$ cat config.mk
export PLATFORM = sky130hd
export DESIGN_NAME = aabb_collision_resolver_core_flat
export DESIGN_NICKNAME = d
export VERILOG_FILES = /design/src/design/aabb_cr_pkg.sv /design/src/design/aabb_cr_in_if.sv /design/src/design/aabb_cr_out_if.sv /design/src/design/aabb_cr_push.sv /design/src/design/aabb_cr_touch.sv /design/src/design/aabb_collision_resolver_core.sv /design/src/flat_wrapper.sv
export VERILOG_INCLUDE_DIRS = /design/src /design/src/design
export SDC_FILE = /design/constraint.sdc
export NUM_CORES = 2
export LEC_CHECK = 0
export ABC_AREA = 1
export BUFFER_PORTS_ARGS = -buffer_cell sky130_fd_sc_hd__buf_4
export CAP_MARGIN = 10
export CORE_MARGIN = 3
export CORE_UTILIZATION = 58
export CTS_BUF_LIST = sky130_fd_sc_hd__clkbuf_8
export DETAILED_ROUTE_END_ITERATION = 6
export GPL_TIMING_DRIVEN = 0
export PLACE_DENSITY_LB_ADDON = 0.3
export RECOVER_POWER = 50
export REMOVE_ABC_BUFFERS = 1
export SYNTH_ARGS = -nofsm -noshare
export SYNTH_HDL_FRONTEND = slang
export SYNTH_SLANG_ARGS = --single-unit
$ cat constraint.sdc
create_clock -name i_clk -period 11.1 [get_ports i_clk]
set_input_delay 1.11 -clock i_clk [delete_from_list [all_inputs] [get_ports i_clk]]
set_output_delay 1.11 -clock i_clk [all_outputs]
set_load 0.02 [all_outputs]
$ cat src/design/aabb_collision_resolver_core_defines.svh
// Assertion macros for the box collision resolver.
// Stands alone; included by the files that carry assertions.
`ifndef AABB_COLLISION_RESOLVER_CORE_DEFINES_SVH
`define AABB_COLLISION_RESOLVER_CORE_DEFINES_SVH
`ifndef NO_ASSERTIONS
`define AABB_CR_ASSERT(label, clk, rst_n, prop) \
    label: assert property (@(posedge clk) disable iff (!rst_n) prop) \
        else $error("aabb_cr: assertion failed");
`define AABB_CR_ASSERT_NR(label, clk, prop) \
    label: assert property (@(posedge clk) prop) \
        else $error("aabb_cr: assertion failed");
`else
`define AABB_CR_ASSERT(label, clk, rst_n, prop)
`define AABB_CR_ASSERT_NR(label, clk, prop)
`endif
`endif

$ cat src/design/aabb_cr_pkg.sv
// Shared types and constants of the box collision resolver.
// No dependencies; imported by the interfaces and all modules.
package aabb_cr_pkg;

    localparam int COORD_BITS_DEF = 24;
    localparam int FRAC_BITS_DEF  = 8;
    localparam int SKIN_BITS      = 8;

    // Skin default is 0.03 in fixed point, rounded; bounce default is -100.
    localparam int SKIN_NUM     = 3;
    localparam int SKIN_DEN     = 100;
    localparam int BOUNCE_SPEED = 100;

    typedef enum logic [0:0] {
        OP_LOAD   = 1'b0,
        OP_STATIC = 1'b1
    } t_opcode;

    typedef enum logic [0:0] {
        CFG_SKIN_WIDTH = 1'b0,
        CFG_BOUNCE_VEL = 1'b1
    } t_cfg_idx;

    typedef struct packed {
        logic right;
        logic left;
        logic up;
        logic down;
    } t_flags;

endpackage

$ cat src/design/aabb_cr_in_if.sv
// Input channel of the box collision resolver: valid, ready and one item.
// Depends on aabb_cr_pkg.
interface aabb_cr_in_if
    import aabb_cr_pkg::*;
#(
    parameter int COORD_BITS = COORD_BITS_DEF
) ();
    logic                         valid;
    logic                         ready;
    t_opcode                      opcode;
    logic signed [COORD_BITS-1:0] box_min_x;
    logic signed [COORD_BITS-1:0] box_min_y;
    logic signed [COORD_BITS-1:0] box_max_x;
    logic signed [COORD_BITS-1:0] box_max_y;
    logic signed [COORD_BITS-1:0] load_vel_x;
    logic signed [COORD_BITS-1:0] load_vel_y;

    modport source (
        output valid, opcode, box_min_x, box_min_y, box_max_x, box_max_y,
               load_vel_x, load_vel_y,
        input  ready
    );
    modport sink (
        input  valid, opcode, box_min_x, box_min_y, box_max_x, box_max_y,
               load_vel_x, load_vel_y,
        output ready
    );
endinterface

$ cat src/design/aabb_cr_out_if.sv
// Result channel of the box collision resolver: valid, ready and one result.
// Depends on aabb_cr_pkg.
interface aabb_cr_out_if
    import aabb_cr_pkg::*;
#(
    parameter int COORD_BITS = COORD_BITS_DEF
) ();
    logic                         valid;
    logic                         ready;
    logic signed [COORD_BITS-1:0] out_min_x;
    logic signed [COORD_BITS-1:0] out_min_y;
    logic signed [COORD_BITS-1:0] out_max_x;
    logic signed [COORD_BITS-1:0] out_max_y;
    logic signed [COORD_BITS-1:0] out_vel_x;
    logic signed [COORD_BITS-1:0] out_vel_y;
    logic                         touch_down;
    logic                         touch_up;
    logic                         touch_left;
    logic                         touch_right;
    logic                         collided;

    modport source (
        output valid, out_min_x, out_min_y, out_max_x, out_max_y, out_vel_x,
               out_vel_y, touch_down, touch_up, touch_left, touch_right, collided,
        input  ready
    );
    modport sink (
        input  valid, out_min_x, out_min_y, out_max_x, out_max_y, out_vel_x,
               out_vel_y, touch_down, touch_up, touch_left, touch_right, collided,
        output ready
    );
endinterface

$ cat src/design/aabb_cr_push.sv
// Overlap test and minimum-translation push-out of the moving box.
// Depends on aabb_cr_pkg.
module aabb_cr_push
    import aabb_cr_pkg::*;
#(
    parameter int COORD_BITS = COORD_BITS_DEF
) (
    input  logic signed [COORD_BITS-1:0] i_mv_min_x,
    input  logic signed [COORD_BITS-1:0] i_mv_min_y,
    input  logic signed [COORD_BITS-1:0] i_mv_max_x,
    input  logic signed [COORD_BITS-1:0] i_mv_max_y,
    input  logic signed [COORD_BITS-1:0] i_mv_vel_x,
    input  logic signed [COORD_BITS-1:0] i_mv_vel_y,
    input  logic signed [COORD_BITS-1:0] i_box_min_x,
    input  logic signed [COORD_BITS-1:0] i_box_min_y,
    input  logic signed [COORD_BITS-1:0] i_box_max_x,
    input  logic signed [COORD_BITS-1:0] i_box_max_y,
    input  logic signed [COORD_BITS-1:0] i_bounce,
    output logic signed [COORD_BITS-1:0] o_min_x,
    output logic signed [COORD_BITS-1:0] o_min_y,
    output logic signed [COORD_BITS-1:0] o_max_x,
    output logic signed [COORD_BITS-1:0] o_max_y,
    output logic signed [COORD_BITS-1:0] o_vel_x,
    output logic signed [COORD_BITS-1:0] o_vel_y,
    output logic                         o_hit
);
    localparam int W = COORD_BITS;

    localparam logic signed [W+1:0] MAX_V = {3'b000, {(W-1){1'b1}}};
    localparam logic signed [W+1:0] MIN_V = {3'b111, {(W-1){1'b0}}};

    function automatic logic signed [W-1:0] sat_add(
        input logic signed [W-1:0] a,
        input logic signed [W+1:0] d
    );
        logic signed [W+1:0] sum;
        sum = $signed({{2{a[W-1]}}, a}) + d;
        if (sum > MAX_V) begin
            return MAX_V[W-1:0];
        end else if (sum < MIN_V) begin
            return MIN_V[W-1:0];
        end
        return sum[W-1:0];
    endfunction

    logic signed [W-1:0] lo_x, hi_x, lo_y, hi_y;
    logic signed [W:0]   ox, oy, sum_mx, sum_bx, sum_my, sum_by;
    logic signed [W+1:0] ox_e, oy_e, d_x, d_y;
    logic                push_x, below_x, below_y;

    always_comb begin
        o_hit = (i_mv_min_x < i_box_max_x) && (i_mv_max_x > i_box_min_x) &&
                (i_mv_min_y < i_box_max_y) && (i_mv_max_y > i_box_min_y);

        lo_x = (i_mv_min_x > i_box_min_x) ? i_mv_min_x : i_box_min_x;
        hi_x = (i_mv_max_x < i_box_max_x) ? i_mv_max_x : i_box_max_x;
        lo_y = (i_mv_min_y > i_box_min_y) ? i_mv_min_y : i_box_min_y;
        hi_y = (i_mv_max_y < i_box_max_y) ? i_mv_max_y : i_box_max_y;
        ox   = $signed({hi_x[W-1], hi_x}) - $signed({lo_x[W-1], lo_x});
        oy   = $signed({hi_y[W-1], hi_y}) - $signed({lo_y[W-1], lo_y});
        ox_e = $signed({ox[W], ox});
        oy_e = $signed({oy[W], oy});
        push_x = ox < oy;

        sum_mx = $signed({i_mv_min_x[W-1], i_mv_min_x}) + $signed({i_mv_max_x[W-1], i_mv_max_x});
        sum_bx = $signed({i_box_min_x[W-1], i_box_min_x})
               + $signed({i_box_max_x[W-1], i_box_max_x});
        sum_my = $signed({i_mv_min_y[W-1], i_mv_min_y}) + $signed({i_mv_max_y[W-1], i_mv_max_y});
        sum_by = $signed({i_box_min_y[W-1], i_box_min_y})
               + $signed({i_box_max_y[W-1], i_box_max_y});
        below_x = sum_mx < sum_bx;
        below_y = sum_my < sum_by;
        d_x = below_x ? -ox_e : ox_e;
        d_y = below_y ? -oy_e : oy_e;

        o_min_x = i_mv_min_x;
        o_max_x = i_mv_max_x;
        o_min_y = i_mv_min_y;
        o_max_y = i_mv_max_y;
        o_vel_x = i_mv_vel_x;
        o_vel_y = i_mv_vel_y;
        if (o_hit && push_x) begin
            o_min_x = sat_add(i_mv_min_x, d_x);
            o_max_x = sat_add(i_mv_max_x, d_x);
            o_vel_x = '0;
        end else if (o_hit) begin
            o_min_y = sat_add(i_mv_min_y, d_y);
            o_max_y = sat_add(i_mv_max_y, d_y);
            if (below_y) begin
                o_vel_y = '0;
            end else if (!i_mv_vel_y[W-1]) begin
                o_vel_y = i_bounce;
            end
        end
    end
endmodule

$ cat src/design/aabb_cr_touch.sv
// Contact detection of the pushed box against one static box within a skin.
// Depends on aabb_cr_pkg.
module aabb_cr_touch
    import aabb_cr_pkg::*;
#(
    parameter int COORD_BITS = COORD_BITS_DEF
) (
    input  logic signed [COORD_BITS-1:0] i_mv_min_x,
    input  logic signed [COORD_BITS-1:0] i_mv_min_y,
    input  logic signed [COORD_BITS-1:0] i_mv_max_x,
    input  logic signed [COORD_BITS-1:0] i_mv_max_y,
    input  logic signed [COORD_BITS-1:0] i_box_min_x,
    input  logic signed [COORD_BITS-1:0] i_box_min_y,
    input  logic signed [COORD_BITS-1:0] i_box_max_x,
    input  logic signed [COORD_BITS-1:0] i_box_max_y,
    input  logic        [SKIN_BITS-1:0]  i_skin,
    output t_flags                       o_touch
);
    localparam int W = COORD_BITS;

    logic signed [W:0] s, mnx, mny, mxx, mxy, bnx, bny, bxx, bxy;
    logic              ovx, ovy;

    always_comb begin
        s   = $signed({{(W+1-SKIN_BITS){1'b0}}, i_skin});
        mnx = $signed({i_mv_min_x[W-1], i_mv_min_x});
        mny = $signed({i_mv_min_y[W-1], i_mv_min_y});
        mxx = $signed({i_mv_max_x[W-1], i_mv_max_x});
        mxy = $signed({i_mv_max_y[W-1], i_mv_max_y});
        bnx = $signed({i_box_min_x[W-1], i_box_min_x});
        bny = $signed({i_box_min_y[W-1], i_box_min_y});
        bxx = $signed({i_box_max_x[W-1], i_box_max_x});
        bxy = $signed({i_box_max_y[W-1], i_box_max_y});

        ovx = (mxx + s > bnx) && (mnx - s < bxx);
        ovy = (mxy + s > bny) && (mny - s < bxy);

        o_touch.down  = ovx && (mxy >= bny - s) && (mxy <= bny + s);
        o_touch.up    = ovx && (mny >= bxy - s) && (mny <= bxy + s);
        o_touch.left  = ovy && (mnx >= bxx - s) && (mnx <= bxx + s);
        o_touch.right = ovy && (mxx >= bnx - s) && (mxx <= bnx + s);
    end
endmodule

$ cat src/design/aabb_collision_resolver_core.sv
// Box collision resolver: one item per clock unless a waiting result stalls a static item.
// A load item sets the moving box and velocity and clears the contact flags; it
// gives no result. Each static item gives one result with the box pushed out of
// the static box, the velocity and the accumulated flags. Items go into an input
// register; overlap test, push-out and contact test then run combinationally into
// the mover state and the result register, so the rate is set by that single
// path. A result waiting at the output does not hold back the next item until
// the input register is also full. No clearing pass follows reset.
// Depends on aabb_cr_pkg, both channel interfaces, aabb_cr_push, aabb_cr_touch.
`include "aabb_collision_resolver_core_defines.svh"

module aabb_collision_resolver_core
    import aabb_cr_pkg::*;
#(
    parameter int COORD_BITS = COORD_BITS_DEF,
    parameter int FRAC_BITS  = FRAC_BITS_DEF
) (
    input  logic                  i_clk,
    input  logic                  i_rst_n,
    input  logic                  i_cfg_we,
    input  t_cfg_idx              i_cfg_idx,
    input  logic [COORD_BITS-1:0] i_cfg_data,
    aabb_cr_in_if.sink            i_in,
    aabb_cr_out_if.source         o_out
);
    localparam int W = COORD_BITS;

    localparam longint SKIN_RESET_L = ((longint'(SKIN_NUM) << FRAC_BITS) + SKIN_DEN / 2)
                                      / SKIN_DEN;
    localparam logic [SKIN_BITS-1:0] SKIN_RESET = SKIN_RESET_L[SKIN_BITS-1:0];
    localparam longint BOUNCE_RAW = -(longint'(BOUNCE_SPEED) << FRAC_BITS);
    localparam longint BOUNCE_MIN = -(longint'(1) << (W - 1));
    localparam longint BOUNCE_L   = (BOUNCE_RAW < BOUNCE_MIN) ? BOUNCE_MIN : BOUNCE_RAW;
    localparam logic signed [W-1:0] BOUNCE_RESET = BOUNCE_L[W-1:0];

    logic [SKIN_BITS-1:0] r_skin;
    logic signed [W-1:0]  r_bounce;

    logic                r_s1_valid;
    t_opcode             r_s1_op;
    logic signed [W-1:0] r_s1_min_x, r_s1_min_y, r_s1_max_x, r_s1_max_y;
    logic signed [W-1:0] r_s1_vel_x, r_s1_vel_y;

    logic signed [W-1:0] r_mv_min_x, r_mv_min_y, r_mv_max_x, r_mv_max_y;
    logic signed [W-1:0] r_mv_vel_x, r_mv_vel_y;
    t_flags              r_flags;

    logic signed [W-1:0] n_mv_min_x, n_mv_min_y, n_mv_max_x, n_mv_max_y;
    logic signed [W-1:0] n_mv_vel_x, n_mv_vel_y;
    t_flags              n_flags;

    logic                r_out_valid;
    logic signed [W-1:0] r_out_min_x, r_out_min_y, r_out_max_x, r_out_max_y;
    logic signed [W-1:0] r_out_vel_x, r_out_vel_y;
    t_flags              r_out_flags;
    logic                r_out_hit;

    logic signed [W-1:0] w_min_x, w_min_y, w_max_x, w_max_y, w_vel_x, w_vel_y;
    logic                w_hit;
    t_flags              w_touch;
    logic                w_adv;
    logic                w_emit;

    aabb_cr_push #(
        .COORD_BITS (COORD_BITS)
    ) u_push (
        .i_mv_min_x  (r_mv_min_x),
        .i_mv_min_y  (r_mv_min_y),
        .i_mv_max_x  (r_mv_max_x),
        .i_mv_max_y  (r_mv_max_y),
        .i_mv_vel_x  (r_mv_vel_x),
        .i_mv_vel_y  (r_mv_vel_y),
        .i_box_min_x (r_s1_min_x),
        .i_box_min_y (r_s1_min_y),
        .i_box_max_x (r_s1_max_x),
        .i_box_max_y (r_s1_max_y),
        .i_bounce    (r_bounce),
        .o_min_x     (w_min_x),
        .o_min_y     (w_min_y),
        .o_max_x     (w_max_x),
        .o_max_y     (w_max_y),
        .o_vel_x     (w_vel_x),
        .o_vel_y     (w_vel_y),
        .o_hit       (w_hit)
    );

    aabb_cr_touch #(
        .COORD_BITS (COORD_BITS)
    ) u_touch (
        .i_mv_min_x  (w_min_x),
        .i_mv_min_y  (w_min_y),
        .i_mv_max_x  (w_max_x),
        .i_mv_max_y  (w_max_y),
        .i_box_min_x (r_s1_min_x),
        .i_box_min_y (r_s1_min_y),
        .i_box_max_x (r_s1_max_x),
        .i_box_max_y (r_s1_max_y),
        .i_skin      (r_skin),
        .o_touch     (w_touch)
    );

    assign w_adv  = r_s1_valid && (r_s1_op == OP_LOAD || !r_out_valid || o_out.ready);
    assign w_emit = w_adv && (r_s1_op == OP_STATIC);
    assign i_in.ready = !r_s1_valid || w_adv;

    always_comb begin
        unique case (r_s1_op)
            OP_LOAD: begin
                n_mv_min_x = r_s1_min_x;
                n_mv_min_y = r_s1_min_y;
                n_mv_max_x = r_s1_max_x;
                n_mv_max_y = r_s1_max_y;
                n_mv_vel_x = r_s1_vel_x;
                n_mv_vel_y = r_s1_vel_y;
                n_flags    = '0;
            end
            OP_STATIC: begin
                n_mv_min_x = w_min_x;
                n_mv_min_y = w_min_y;
                n_mv_max_x = w_max_x;
                n_mv_max_y = w_max_y;
                n_mv_vel_x = w_vel_x;
                n_mv_vel_y = w_vel_y;
                n_flags    = t_flags'(r_flags | w_touch);
            end
            default: begin
                n_mv_min_x = r_mv_min_x;
                n_mv_min_y = r_mv_min_y;
                n_mv_max_x = r_mv_max_x;
                n_mv_max_y = r_mv_max_y;
                n_mv_vel_x = r_mv_vel_x;
                n_mv_vel_y = r_mv_vel_y;
                n_flags    = r_flags;
            end
        endcase
    end

    always_ff @(posedge i_clk) begin
        if (!i_rst_n) begin
            r_skin   <= SKIN_RESET;
            r_bounce <= BOUNCE_RESET;
        end else if (i_cfg_we) begin
            unique case (i_cfg_idx)
                CFG_SKIN_WIDTH: r_skin   <= i_cfg_data[SKIN_BITS-1:0];
                CFG_BOUNCE_VEL: r_bounce <= $signed(i_cfg_data[W-1:0]);
                default: ;
            endcase
        end
    end

    always_ff @(posedge i_clk) begin
        if (!i_rst_n) begin
            r_s1_valid <= 1'b0;
        end else if (i_in.ready) begin
            r_s1_valid <= i_in.valid;
        end
    end

    always_ff @(posedge i_clk) begin
        if (i_in.valid && i_in.ready) begin
            r_s1_op    <= i_in.opcode;
            r_s1_min_x <= i_in.box_min_x;
            r_s1_min_y <= i_in.box_min_y;
            r_s1_max_x <= i_in.box_max_x;
            r_s1_max_y <= i_in.box_max_y;
            r_s1_vel_x <= i_in.load_vel_x;
            r_s1_vel_y <= i_in.load_vel_y;
        end
    end

    always_ff @(posedge i_clk) begin
        if (!i_rst_n) begin
            r_mv_min_x <= '0;
            r_mv_min_y <= '0;
            r_mv_max_x <= '0;
            r_mv_max_y <= '0;
            r_mv_vel_x <= '0;
            r_mv_vel_y <= '0;
            r_flags    <= '0;
        end else if (w_adv) begin
            r_mv_min_x <= n_mv_min_x;
            r_mv_min_y <= n_mv_min_y;
            r_mv_max_x <= n_mv_max_x;
            r_mv_max_y <= n_mv_max_y;
            r_mv_vel_x <= n_mv_vel_x;
            r_mv_vel_y <= n_mv_vel_y;
            r_flags    <= n_flags;
        end
    end

    always_ff @(posedge i_clk) begin
        if (!i_rst_n) begin
            r_out_valid <= 1'b0;
        end else if (w_emit) begin
            r_out_valid <= 1'b1;
        end else if (o_out.ready) begin
            r_out_valid <= 1'b0;
        end
    end

    always_ff @(posedge i_clk) begin
        if (w_emit) begin
            r_out_min_x <= n_mv_min_x;
            r_out_min_y <= n_mv_min_y;
            r_out_max_x <= n_mv_max_x;
            r_out_max_y <= n_mv_max_y;
            r_out_vel_x <= n_mv_vel_x;
            r_out_vel_y <= n_mv_vel_y;
            r_out_flags <= n_flags;
            r_out_hit   <= w_hit;
        end
    end

    assign o_out.valid       = r_out_valid;
    assign o_out.out_min_x   = r_out_min_x;
    assign o_out.out_min_y   = r_out_min_y;
    assign o_out.out_max_x   = r_out_max_x;
    assign o_out.out_max_y   = r_out_max_y;
    assign o_out.out_vel_x   = r_out_vel_x;
    assign o_out.out_vel_y   = r_out_vel_y;
    assign o_out.touch_down  = r_out_flags.down;
    assign o_out.touch_up    = r_out_flags.up;
    assign o_out.touch_left  = r_out_flags.left;
    assign o_out.touch_right = r_out_flags.right;
    assign o_out.collided    = r_out_hit;

    // A new result only ever comes from a static item leaving the input register.
    `AABB_CR_ASSERT(a_result_from_static, i_clk, i_rst_n, $rose(r_out_valid) |-> $past(w_emit))
    // A load leaves the contact flags clear.
    `AABB_CR_ASSERT(a_load_clears_flags, i_clk, i_rst_n, (w_adv && r_s1_op == OP_LOAD) |=> (r_flags == '0))
    // Between loads the contact flags only accumulate.
    `AABB_CR_ASSERT(a_flags_sticky, i_clk, i_rst_n, (w_adv && r_s1_op == OP_STATIC) |=> ((r_flags & $past(r_flags)) == $past(r_flags)))
    // An accepted transfer always lands in the input register.
    `AABB_CR_ASSERT(a_accept_fills_s1, i_clk, i_rst_n, (i_in.valid && i_in.ready) |=> r_s1_valid)
    // Reset leaves no result pending.
    `AABB_CR_ASSERT_NR(a_reset_empties_out, i_clk, !i_rst_n |=> !r_out_valid)
endmodule

$ cat src/flat_wrapper.sv
// flat-port wrapper written by rule: the top's interface ports become plain ports
module aabb_collision_resolver_core_flat import aabb_cr_pkg::*;
#(
    parameter int COORD_BITS = COORD_BITS_DEF,
    parameter int FRAC_BITS  = FRAC_BITS_DEF
)
  (i_clk, i_rst_n, i_cfg_we, i_cfg_idx, i_cfg_data, i_in_valid, i_in_opcode, i_in_box_min_x, i_in_box_min_y, i_in_box_max_x, i_in_box_max_y, i_in_load_vel_x, i_in_load_vel_y, i_in_ready, o_out_valid, o_out_out_min_x, o_out_out_min_y, o_out_out_max_x, o_out_out_max_y, o_out_out_vel_x, o_out_out_vel_y, o_out_touch_down, o_out_touch_up, o_out_touch_left, o_out_touch_right, o_out_collided, o_out_ready);
  aabb_cr_in_if #(.COORD_BITS(COORD_BITS)) i_in_i ();
  aabb_cr_out_if #(.COORD_BITS(COORD_BITS)) o_out_i ();
  input  logic i_clk;
  input  logic i_rst_n;
  input  logic i_cfg_we;
  input  t_cfg_idx i_cfg_idx;
  input  logic [COORD_BITS-1:0] i_cfg_data;
  input wire logic [$bits(i_in_i.valid)-1:0] i_in_valid;
  input wire logic [$bits(i_in_i.opcode)-1:0] i_in_opcode;
  input wire logic [$bits(i_in_i.box_min_x)-1:0] i_in_box_min_x;
  input wire logic [$bits(i_in_i.box_min_y)-1:0] i_in_box_min_y;
  input wire logic [$bits(i_in_i.box_max_x)-1:0] i_in_box_max_x;
  input wire logic [$bits(i_in_i.box_max_y)-1:0] i_in_box_max_y;
  input wire logic [$bits(i_in_i.load_vel_x)-1:0] i_in_load_vel_x;
  input wire logic [$bits(i_in_i.load_vel_y)-1:0] i_in_load_vel_y;
  output wire logic [$bits(i_in_i.ready)-1:0] i_in_ready;
  output wire logic [$bits(o_out_i.valid)-1:0] o_out_valid;
  output wire logic [$bits(o_out_i.out_min_x)-1:0] o_out_out_min_x;
  output wire logic [$bits(o_out_i.out_min_y)-1:0] o_out_out_min_y;
  output wire logic [$bits(o_out_i.out_max_x)-1:0] o_out_out_max_x;
  output wire logic [$bits(o_out_i.out_max_y)-1:0] o_out_out_max_y;
  output wire logic [$bits(o_out_i.out_vel_x)-1:0] o_out_out_vel_x;
  output wire logic [$bits(o_out_i.out_vel_y)-1:0] o_out_out_vel_y;
  output wire logic [$bits(o_out_i.touch_down)-1:0] o_out_touch_down;
  output wire logic [$bits(o_out_i.touch_up)-1:0] o_out_touch_up;
  output wire logic [$bits(o_out_i.touch_left)-1:0] o_out_touch_left;
  output wire logic [$bits(o_out_i.touch_right)-1:0] o_out_touch_right;
  output wire logic [$bits(o_out_i.collided)-1:0] o_out_collided;
  input wire logic [$bits(o_out_i.ready)-1:0] o_out_ready;
  assign i_in_i.valid = i_in_valid;
  assign i_in_i.opcode = i_in_opcode;
  assign i_in_i.box_min_x = i_in_box_min_x;
  assign i_in_i.box_min_y = i_in_box_min_y;
  assign i_in_i.box_max_x = i_in_box_max_x;
  assign i_in_i.box_max_y = i_in_box_max_y;
  assign i_in_i.load_vel_x = i_in_load_vel_x;
  assign i_in_i.load_vel_y = i_in_load_vel_y;
  assign i_in_ready = i_in_i.ready;
  assign o_out_valid = o_out_i.valid;
  assign o_out_out_min_x = o_out_i.out_min_x;
  assign o_out_out_min_y = o_out_i.out_min_y;
  assign o_out_out_max_x = o_out_i.out_max_x;
  assign o_out_out_max_y = o_out_i.out_max_y;
  assign o_out_out_vel_x = o_out_i.out_vel_x;
  assign o_out_out_vel_y = o_out_i.out_vel_y;
  assign o_out_touch_down = o_out_i.touch_down;
  assign o_out_touch_up = o_out_i.touch_up;
  assign o_out_touch_left = o_out_i.touch_left;
  assign o_out_touch_right = o_out_i.touch_right;
  assign o_out_collided = o_out_i.collided;
  assign o_out_i.ready = o_out_ready;
  aabb_collision_resolver_core #(.COORD_BITS(COORD_BITS), .FRAC_BITS(FRAC_BITS)) u_core (.i_clk(i_clk), .i_rst_n(i_rst_n), .i_cfg_we(i_cfg_we), .i_cfg_idx(i_cfg_idx), .i_cfg_data(i_cfg_data), .i_in(i_in_i), .o_out(o_out_i));
endmodule
==> run_results.csv <==
group,metric,value,unit
run_status,outcome,"finished, violations left",
run_status,failed_checks,"DRC, capacitance limit, slew limit, setup timing",
detailed_routing,ant_nets,0,
sta,timing.final.max_slew_violations,148,
sta,tightest_slew,5.54,ns
worst_setup_path,crit_path_end_kind,"flip-flop",
sta,fin_ws,-0.772,ns
final_layout,fin_nets,9084,
power,powerDensity,262,mW/mm2
power,seq_power_share,12.7,%
sta,maxSlewHeadroom,-269,%
floorplanning,initial_core_util,58.8,%
clock_tree,cts_tree,"yes",
yosys,post_synth_num_cell_types,69,
detailed_routing,routed_wl,220000,um
run,drv_cap,2,
clock_tree,clock_latency,0.78,ns
placement,io_buffers,325,
sta,max_freq,84.2,MHz
yosys,synth.most_common_cell,"nand2_1",
floorplanning,pin_count,326,
detailed_routing,vias,58100,
yosys,yosysSeqAreaShare,23.4,%
global_route,grt_usage,43.1,%
final_layout,drive_gt1_share,19.3,%
final_layout,fillCellCount,7251,
sta,finalSetupViolations,8,
floorplanning,die_x,309,um
worst_setup_path,startpoint_type,"flip-flop",
power,power.internal,7.67,mW
clock_tree,cts_sinks,476,
global_route,grt_pass1_vias,52600,
final_layout,area_delta_synth_final,22.7,%
sta,fin_skew,0.0546,ns
detailed_routing,viasPerCell,6.28,
worst_setup_path,worstSetupPathType,"reg -> reg",
sta,rsz0062_at_grt,"yes",
yosys,ys_ff_latch,476,
worst_hold_path,min_path_type,"reg -> reg",
floorplanning,die_area,0.0956,mm2
floorplanning,row_count,110,
sta,finalHoldViolCount,0,
placement,placed_area,0.0573,mm2
worst_setup_path,cp_slowest_cell,"edfxtp_1",
worst_setup_path,cpPeakStageDelay,0.80,ns
yosys,synth_top_cell_by_area,"ha_1",
yosys,synth.area.top_cells,"ha_1, edfxtp_1, nand2_1",
floorplanning,core_area,0.0906,mm2
yosys,synth_flop_cell,"edfxtp_1",
yosys,yosys_warnings,0,
yosys,syn_area_per_cell,7.27,um2
global_route,gr-total-overflow,0,
sta,min_period,11.87,ns
worst_setup_path,arrival,12.52,ns
sta,period_share,107,%
power,ir_drop,0.000179,V
yosys,netlist_area,0.0533,mm2
yosys,synthTopCellsByCount,"nand2_1, ha_1, inv_1",
yosys,synth_top_area_share,21.1,%
clock_tree,htreeDepth,3,
final_layout,regArea,0.0125,mm2
final_layout,final_cell_area,0.0654,mm2
yosys,synth_edf_count,294,
floorplanning,die_y,309,um
detailed_routing,avgRoutedWirePerCell,23.8,um
global_route,grt_pass1_wl,313000,um
worst_setup_path,crit_top_cell,"nand2_1",
final_layout,layout.cells.non_filler,9241,
placement,hpwl,157000,um
yosys,async_flop_share,0,%
power,switching_share,55.3,%
yosys,syn_inst,7327,
detailed_routing,first_pass_iters,7,
detailed_routing,drcViolationCount,15,
clock_tree,cts_root_buffer,"clkbuf_8",
global_route,grt_max_degree,97,
worst_setup_path,worstPathMaxFanout,7,
placement,dp_cells,8701,
clock_tree,clockBufferDepth,3,
power,total_power,17.2,mW
placement,dp_slack,-4.27,ns
clock_tree,cts_made_buffers,82,
power,power.share.combinational,77.4,%
detailed_routing,drt-initial-drc-count,7619,
power,p_leak,31.4,nW
placement,routabilityCongestion,1.07,
final_layout,multi_input_comb_area,0.0406,mm2
clock_tree,clk_pin_slew,0.06,ns
power,p_clk_share,9.9,%
worst_setup_path,cp.required,11.74,ns
global_route,antenna_found_initial,14,
power,p_sw,9.49,mW
cells by family (layout without fill, tap and decap cells):
family	count (synthesis)	count (layout)	share of synthesized area, %
flops	476	476	23.4
fa+ha+maj	922	922	22.0
other cells	0	13	0
simple gates	2859	2863	22.9
compound gates	1596	1596	16.9
xor+xnor	446	446	7.38
buf+inv	1028	1749	7.41
per-layer routing:
metal  global-route usage (%)  routed length, um
met5                     1.34                353
met4                     17.2              11100
met3                     18.0              36100
met2                     61.4              87900
met1                     57.6              84700
what timing repair did:
item | in CTS | in global routing
endpoints found under the setup margin | 8 | 8
pin swaps | 175 | 257
hold buffers | 0 | 0
resized for setup | 631 | 353
gates cloned | 8 | 4
setup buffers | 232 | 134
final timing paths:
kind                          from             endpoint  slack [ns]  cells after the start
min            u_core.r_bounce[11]  u_core.r_bounce[11]        0.48                      2
min reg2reg    u_core.r_bounce[11]  u_core.r_bounce[11]        0.48                      2
max reg2reg  u_core.r_s1_max_y[23]    u_core.r_flags[2]       -0.77                     72
max          u_core.r_s1_max_y[23]    u_core.r_flags[2]       -0.77                     72
power by group through the flow:
| stage | clock (mW) | combinational [mW] | sequential [mW] |
|---|---|---|---|
| global route | 1.78 | 14.2 | 2.18 |
| global placement | 0 | 9.49 | 2.22 |
| floorplan | 0 | 6.92 | 2.18 |
| detailed placement | 0 | 9.70 | 2.20 |
| finish | 1.69 | 13.3 | 2.18 |
| CTS | 1.70 | 11.5 | 2.16 |
flip-flops by register name, indices dropped and copies added, names as in the netlist, 24 cells and up:
signal / count
u_core.o_out.out_max_x: 24
u_core.o_out.out_max_y: 24
u_core.o_out.out_min_x: 24
u_core.o_out.out_min_y: 24
u_core.o_out.out_vel_x: 24
u_core.o_out.out_vel_y: 24
u_core.r_bounce: 24
u_core.r_mv_max_x: 24
u_core.r_mv_max_y: 24
u_core.r_mv_min_x: 24
u_core.r_mv_min_y: 24
u_core.r_mv_vel_x: 24
u_core.r_mv_vel_y: 24
u_core.r_s1_max_x: 24
u_core.r_s1_max_y: 24
u_core.r_s1_min_x: 24
u_core.r_s1_min_y: 24
u_core.r_s1_vel_x: 24
u_core.r_s1_vel_y: 24
final cells by class:
type	count	share of cell area, %
multi-input cells	5827	62.1
clock inverters	60	0.656
clock buffers	89	1.87
flip-flops and latches	476	19.1
repair inverters	2	0.0268
inverters	873	5.40
repair buffers	725	8.48
well taps	1176	2.25
diodes	13	0.0498
critical path, delay by kind of cell, from the launching register on:
kind            cells  cell delay, ns
compound gates     16            2.40
xor+xnor            3            0.52
fa+ha+maj           6            2.00
buf+inv             9            1.33
flops               1            0.80
simple gates       38            4.69
cells in the final DEF (no fill, tap or decap), types with 31 or more instances in the layout:
cell	count
o21ai_2	50
ha_1	805
dfxtp_1	159
clkinvlp_4	34
o21ai_1	75
nor2_4	37
edfxtp_1	294
ha_4	76
nand2_2	158
a21o_1	47
nand4_1	113
nand3_1	227
nor2_2	42
nor2_1	548
clkbuf_1	138
xnor2_1	102
o21ai_0	418
o21a_1	35
buf_4	393
xor2_1	317
inv_2	73
clkbuf_4	145
a21oi_2	60
nor3_1	110
nand2_4	32
o21bai_1	31
a21oi_1	585
o211ai_1	34
o31ai_1	74
clkbuf_8	89
nand2_1	1434
inv_1	763
per-stage QoR:
stage                     util [%]  hold WS [ns]  setup TNS (ns)
after floorplan                  -         0.436          -14.36
after global placement        62.4         0.446        -2572.26
after detailed placement      63.2         0.452          -31.95
after CTS                     69.9         0.477           -1.54
after global routing          72.2         0.505           -7.45
final                         72.2         0.478           -4.40
(Power assumes the default switching activity.)
